## src/design/amr_grid_hash_remap_assert.svh

```systemverilog
// Assertion macros shared by the remap block.
`ifndef AMR_GRID_HASH_REMAP_ASSERT_SVH
`define AMR_GRID_HASH_REMAP_ASSERT_SVH

// Same-cycle implication, sampled on clk_i, off during reset.
`define AMR_ASSERT_IMPL(lbl, ante, cons, msg) \
  lbl: assert property (@(posedge clk_i) disable iff (!rst_ni) (ante) |-> (cons)) \
    else $error(msg);

// Next-cycle implication, sampled on clk_i, off during reset.
`define AMR_ASSERT_NEXT(lbl, ante, cons, msg) \
  lbl: assert property (@(posedge clk_i) disable iff (!rst_ni) (ante) |=> (cons)) \
    else $error(msg);

`endif

```

## src/design/amr_ram.sv

```systemverilog
// Generic single-write, single-read RAM with registered read data.
module amr_ram #(
  parameter int unsigned WIDTH = 8,
  parameter int unsigned DEPTH = 16
) (
  input  logic                             clk_i,
  input  logic                             wr_en_i,
  input  logic [$clog2(DEPTH)-1:0]         wr_addr_i,
  input  logic [WIDTH-1:0]                 wr_data_i,
  input  logic [$clog2(DEPTH)-1:0]         rd_addr_i,
  output logic [WIDTH-1:0]                 rd_data_o
);

  logic [WIDTH-1:0] mem_q [DEPTH];

  // Write port and registered read port
  always_ff @(posedge clk_i) begin
    if (wr_en_i) begin
      mem_q[wr_addr_i] <= wr_data_i;
    end
    rd_data_o <= mem_q[rd_addr_i];
  end

endmodule

```

## config.mk

```make
export PLATFORM = sky130hd
export DESIGN_NAME = amr_ram
export DESIGN_NICKNAME = d
export VERILOG_FILES = /design/src/design/amr_grid_hash_remap_assert.svh /design/src/design/amr_ram.sv
export SDC_FILE = /design/constraint.sdc
export NUM_CORES = 1
export LEC_CHECK = 0
export BUFFER_PORTS_ARGS = -buffer_cell sky130_fd_sc_hd__buf_2
export CAP_MARGIN = 20
export CELL_PAD_IN_SITES_DETAIL_PLACEMENT = 1
export CELL_PAD_IN_SITES_GLOBAL_PLACEMENT = 1
export CORE_MARGIN = 8
export CORE_UTILIZATION = 35
export DETAILED_ROUTE_END_ITERATION = 10
export PLACE_DENSITY_LB_ADDON = 0.3
export SYNTH_ARGS = -nofsm -noshare
export SYNTH_HDL_FRONTEND = slang
export SYNTH_SLANG_ARGS = --single-unit
```

## constraint.sdc

```tcl
create_clock -name clk_i -period 4.93 [get_ports clk_i]
set_clock_uncertainty 0.1 [all_clocks]
set_input_delay 0.2465 -clock clk_i [delete_from_list [all_inputs] [get_ports clk_i]]
set_output_delay 0.2465 -clock clk_i [all_outputs]
set_load 0.02 [all_outputs]
```

==> results of run 1 <==
## routing by layer
| metal | share of wire (%) | wire [um] | up-vias | GRT usage (%) |
|---|---|---|---|---|
| met5 | 0 | 0 | - | 0 |
| met4 | 1.5 | 172 | 0 | 5.432 |
| met3 | 4.8 | 534 | 13 | 3.647 |
| met2 | 49 | 5465 | 64 | 20.30 |
| met1 | 45 | 5056 | 1285 | 16.39 |
| li1 | - | - | 1053 | - |
## cells by family (layout without fill, tap and decap cells)
group / after synthesis / count (layout) / synth area share [%]
mux: 32 / 32 / 15.02
simple gates: 35 / 35 / 3.184
flops: 136 / 136 / 77.78
buf+inv: 10 / 61 / 1.677
compound gates: 16 / 16 / 2.334
## layout by cell type, fill, tap and decap left out, types with 3 or more instances in the layout
master / instances
dfxtp_1: 8
clkbuf_16: 17
mux4_2: 18
nor3_1: 3
buf_2: 25
nand2_1: 9
clkinv_2: 3
a22oi_1: 16
nor2_1: 13
edfxtp_1: 128
bufinv_16: 5
mux4_1: 14
buf_4: 3
clkinvlp_4: 3
## worst max-delay path: stages
cell    delay, ns
buf_2        0.12
or3b_2       0.52
nor3_1       0.58
buf_4        0.27
## Yosys cell counts
master / instances / area [um2]
edfxtp_1: 128 / 3844
mux4_2: 18 / 405.4
a22oi_1: 16 / 120.1
mux4_1: 14 / 367.9
nor2_1: 13 / 48.80
nand2_1: 9 / 33.78
dfxtp_1: 8 / 160.2
nor3_1: 4 / 20.02
buf_2: 3 / 15.01
buf_6: 3 / 33.78
clkdlybuf4s25_2: 3 / 30.03
nand2b_1: 2 / 12.51
nand3b_1: 2 / 15.01
and2_1: 1 / 6.260
and2b_1: 1 / 7.510
buf_4: 1 / 7.510
nand3_1: 1 / 5.000
nor2b_1: 1 / 6.260
or3b_2: 1 / 8.760
## flip-flops by register name, indices dropped and copies added (netlist names)
signal / flops
mem_q: 128
rd_data_o: 8
## area by class of cell
type | count | area, um2 | share of cell area, %
Clock buffer | 20 | 456.7 | 7.466
Clock inverter | 12 | 196.4 | 3.211
Multi-Input combinational cell | 83 | 1062 | 17.37
Sequential cell | 136 | 4004 | 65.45
Tap cell | 184 | 230.2 | 3.764
Timing Repair Buffer | 29 | 167.7 | 2.741
## worst max path at each step
stage                       startpoint  depth (start not counted)  slack, ns      endpoint
after CTS                 rd_addr_i[0]                          4       2.88  rd_data_o[5]
final                     wr_addr_i[2]                          4       3.21   mem_q[0][4]
after floorplan           wr_addr_i[2]                          2       3.09   mem_q[0][0]
after detailed placement  rd_addr_i[0]                          4       2.44  rd_data_o[5]
after global routing      rd_addr_i[0]                          5       3.15  rd_data_o[5]
after global placement    wr_addr_i[2]                          3       2.43   mem_q[0][1]
## power breakdown
group	switching [mW]	total [mW]	internal, mW
Combinational	0.0780	0.126	0.0481
Clock	0.466	1.39	0.923
Sequential	0.0101	1.30	1.29
## per-stage QoR
step,area (um2),utilization (%),instances
2_1_floorplan,5147,-,229
3_3_place_gp,5436,37.55,430
3_5_place_dp,5444,37.60,431
4_1_cts,6097,42.11,463
5_1_grt,6117,42.25,464
6_report,6117,42.25,464
==> qor.csv, run 1 <==
metric;value;unit
max_freq;583.0;MHz
hold_path_startpoint;wr_data_i[3];
cts-root-buf;clkbuf_16;
setup_tns;0;ns
grt_max_degree;33;
cts_tree;done;
io_buffers;25;
start_util;35.55;%
min_to;mem_q[7][3];
setup_viol;0;
syn_to_final_growth;18.84;%
synth_fp_nets;247;
clock_latency;0.42;ns
place.gp.congestion;0.7038;
drt_pass1_iterations;4;
grt_pass1_vias;2676;
worstRegToRegCells;3;
crit_fanout;5;
place_ws;2.444;ns
yosysWarnings;0;
setup_ws;3.215;ns
r2r-end;rd_data_o[5];
pin_count;26;
clock_path_buffers;2;
finalCritPeriodShare;34.79;%
track_usage;12.88;%
cp.arrival;1.74;ns
cp.required;4.95;ns
routed_wl;11230;um
holdWs;0.1195;ns
period_needed;1.715;ns
drt_iter0_drc;235;
final-hold-violation-count;0;
via_count;2415;
peakVddDrop;0.1868;mV
hp-class;input port to register;
clock-sinks;136;
pwr_density_cell;460.7;nW/um2
worst_pin_slew;1.004;ns
antenna_cells;0;
rows;44;
die_area;18840;um2
max-slew-margin-rel;32.82;%
status;completed;
worstHoldPathCells;1;
viasPerCell;5.205;
ant_nets;0;
crit_path_end_kind;register;
die_w;137.3;um
syn_inst;229;
syn_area;5147;um2
core;14480;um2
chipHeight;137.3;um
final_nets;285;
antenna_found_initial;0;
fillers;1359;
cts-htree-levels;4;
routedWlPerCell;24.20;um
postCtsSetupBuffers;0;
slew_viol_final;0;
path_clk_slew;0.06;ns
cap_violations;0;
crit_type;input port to register;
drcViolationCount;0;
holdBufCountCts;0;
leakagePower;2.033;nW
synth_seq_cells;136;
reg2reg_from;mem_q[1][5];
crit_path_start_kind;input port;
grt-ovfl-total;0;
drive_gt1_share;28.57;%
power;2.818;mW
ys_seq_area_share;77.78;%
syn_avg_cell_area;22.48;um2
rsz0062_at_grt;no;
cts_resized;0;
grt_pass1_wl;16850;um
place_hpwl;7041;um
synthDistinctLibCells;19;
numCtsBuffers;17;
r2r_setup_slack;3.41;ns
Power figures use the tool's default switching activity.
==> run 2, diff against run 1 <==
ABC_AREA = 1   (was default)
clock period = 1.4 ns   (was 4.93 ns; I/O delays follow)
==> qor.csv, run 2 <==
metric;value;unit
grt-ovfl-total;0;
grt_max_degree;65;
fillers;1891;
synth_common_cells;173 x nand2_1, 128 x edfxtp_1, 100 x inv_1;
leakagePower;2.974;nW
seq_area;4004;um2
holdBufCountCts;7;
grt_pass1_wl;22990;um
yosysTopAreaCell;edfxtp_1;
pwr_density_cell;1402;nW/um2
regMostFlops;mem_q;
cts-root-buf;clkbuf_16;
async_flop_share;0;%
synth_seq_cells;136;
routed_wl;14470;um
place.gp.congestion;0.7483;
peakVddDrop;0.5985;mV
max_freq;872.3;MHz
slew_viol_final;0;
place_hpwl;9306;um
antenna_cells;0;
synth-edff-count;128;
netlist_top_cells_area;edfxtp_1 67%, nand2_1 11%, nand3_1 8.4%;
grt_pass1_vias;4076;
chipHeight;144.4;um
largestRegisters;mem_q: 128 flops, rd_data_o: 8 flops;
setup_viol;0;
ys.flop_type;edfxtp_1;
clock-sinks;136;
cts_resized;0;
setup_tns;0;ns
cts-htree-levels;4;
synthDistinctLibCells;12;
final_common_cell;nand2_1;
drt_iter0_drc;263;
crit_path_end_kind;register;
cp_slowest_cell;edfxtp_1;
core;16350;um2
final-hold-violation-count;0;
path_cells;inv_1 -> nand2_1 -> nand3_1 -> nand3_1 -> nand3_1 -> nand2_1;
syn_to_final_growth;19.46;%
syn_inst;551;
start_util;35.27;%
crit_fanout;1;
cp_num_buf_inv;1;
synth_top_area_share;66.65;%
pin_count;26;
via_count;3878;
crit_family;simple AND/OR/NAND/NOR gates;
yosysWarnings;0;
die_w;144.4;um
routedWlPerCell;17.35;um
ys_seq_area_share;69.43;%
ant_nets;0;
status;completed;
numCtsBuffers;17;
max-slew-margin-rel;69.57;%
yosysMostFrequentCell;nand2_1;
final_nets;619;
rsz0062_at_grt;no;
crit_type;register to register;
cts_tree;done;
rows;47;
final_cell_mix;173 x nand2_1, 128 x edfxtp_1, 100 x inv_1, 97 x nand3_1, 25 x buf_2;
viasPerCell;4.650;
instances_no_fill;834;
postCtsSetupBuffers;0;
cap_violations;0;
cp.arrival;1.35;ns
worst_pin_slew;0.4564;ns
die_area;20840;um2
path_clk_slew;0.06;ns
cpMostUsedCell;nand3_1;
placed_cells;795;
clock_latency;0.41;ns
io_buffers;25;
drcViolationCount;0;
drive_gt1_share;13.36;%
antenna_found_initial;0;
syn_area;5767;um2
syn_avg_cell_area;10.47;um2
drt_pass1_iterations;4;
finalCritPeriodShare;81.88;%
track_usage;15.11;%
period_needed;1.146;ns
clock_path_buffers;2;
crit_path_start_kind;register;
cp.required;1.60;ns
largest_register_ff_count;128;
multiInputGateArea;1214;um2
hp-class;input port to register;
slowest_delay;0.37;ns
synth_fp_nets;569;
[run 2: cell types whose count changed after synthesis, sizes merged, moves of 2 or more]
cell / previous run / this run
nor2: 13 / 17
mux4: 32 / 0
nor3: 4 / 0
nand3: 1 / 97
clkdlybuf4s25: 3 / 0
buf: 7 / 24
nand2b: 2 / 0
inv: 0 / 102
a22oi: 16 / 0
nand2: 9 / 173
[run 2: final cells by class]
class,instances,share of cell area (%)
multi-input combinational,289,17.62
inverter,102,5.558
sequential,136,58.12
clock inverter,14,2.270
timing repair buffer,55,6.066
clock buffer,18,6.375
tap,220,3.996
[run 2: worst paths after layout]
check / from / endpoint / slack (ns) / depth (start not counted)
max: mem_q[9][3] / rd_data_o[3] / 0.25 / 6
min: wr_data_i[0] / mem_q[2][0] / 0.02 / 1
max reg2reg: mem_q[9][3] / rd_data_o[3] / 0.25 / 6
min reg2reg: mem_q[9][6] / rd_data_o[6] / 0.59 / 6
[run 2: logic make-up (layout without fill, tap and decap cells)]
group | after synthesis | count (layout) | synth area share [%]
and+or+nand+nor | 289 | 289 | 21.05
DFF | 136 | 136 | 69.43
buffers and inverters | 126 | 189 | 9.525
[run 2: where the power goes]
group	total (mW)	leakage, nW	internal (mW)	switching (mW)
Clock	4.44	0.291	2.82	1.62
Sequential	4.58	1.22	4.55	0.0263
Combinational	0.634	1.46	0.191	0.443
Total	9.66	2.97	7.56	2.09
[run 2: stage by stage]
stage	power (mW)	hold slack (ns)	util [%]	area, um2	setup WS [ns]
3_5_place_dp	5.293	0.3328	38.07	6223	0.1021
6_report	9.657	0.01764	42.14	6889	0.2537
3_3_place_gp	5.274	0.3389	38.07	6223	0.1507
5_1_grt	9.983	0.01442	42.14	6889	0.1748
4_1_cts	9.779	0.00005720	42.14	6889	0.2424
2_1_floorplan	5.013	0.06887	-	5767	0.2792
[run 2: metal layers]
metal / part of all wire, % / GRT usage [%] / up-vias
met3: 2.8 / 2.476 / 21
met2: 49 / 24.75 / 60
met5: 0 / 0 / -
met4: 1.7 / 5.915 / 0
li1: - / - / 1872
met1: 47 / 19.63 / 1925
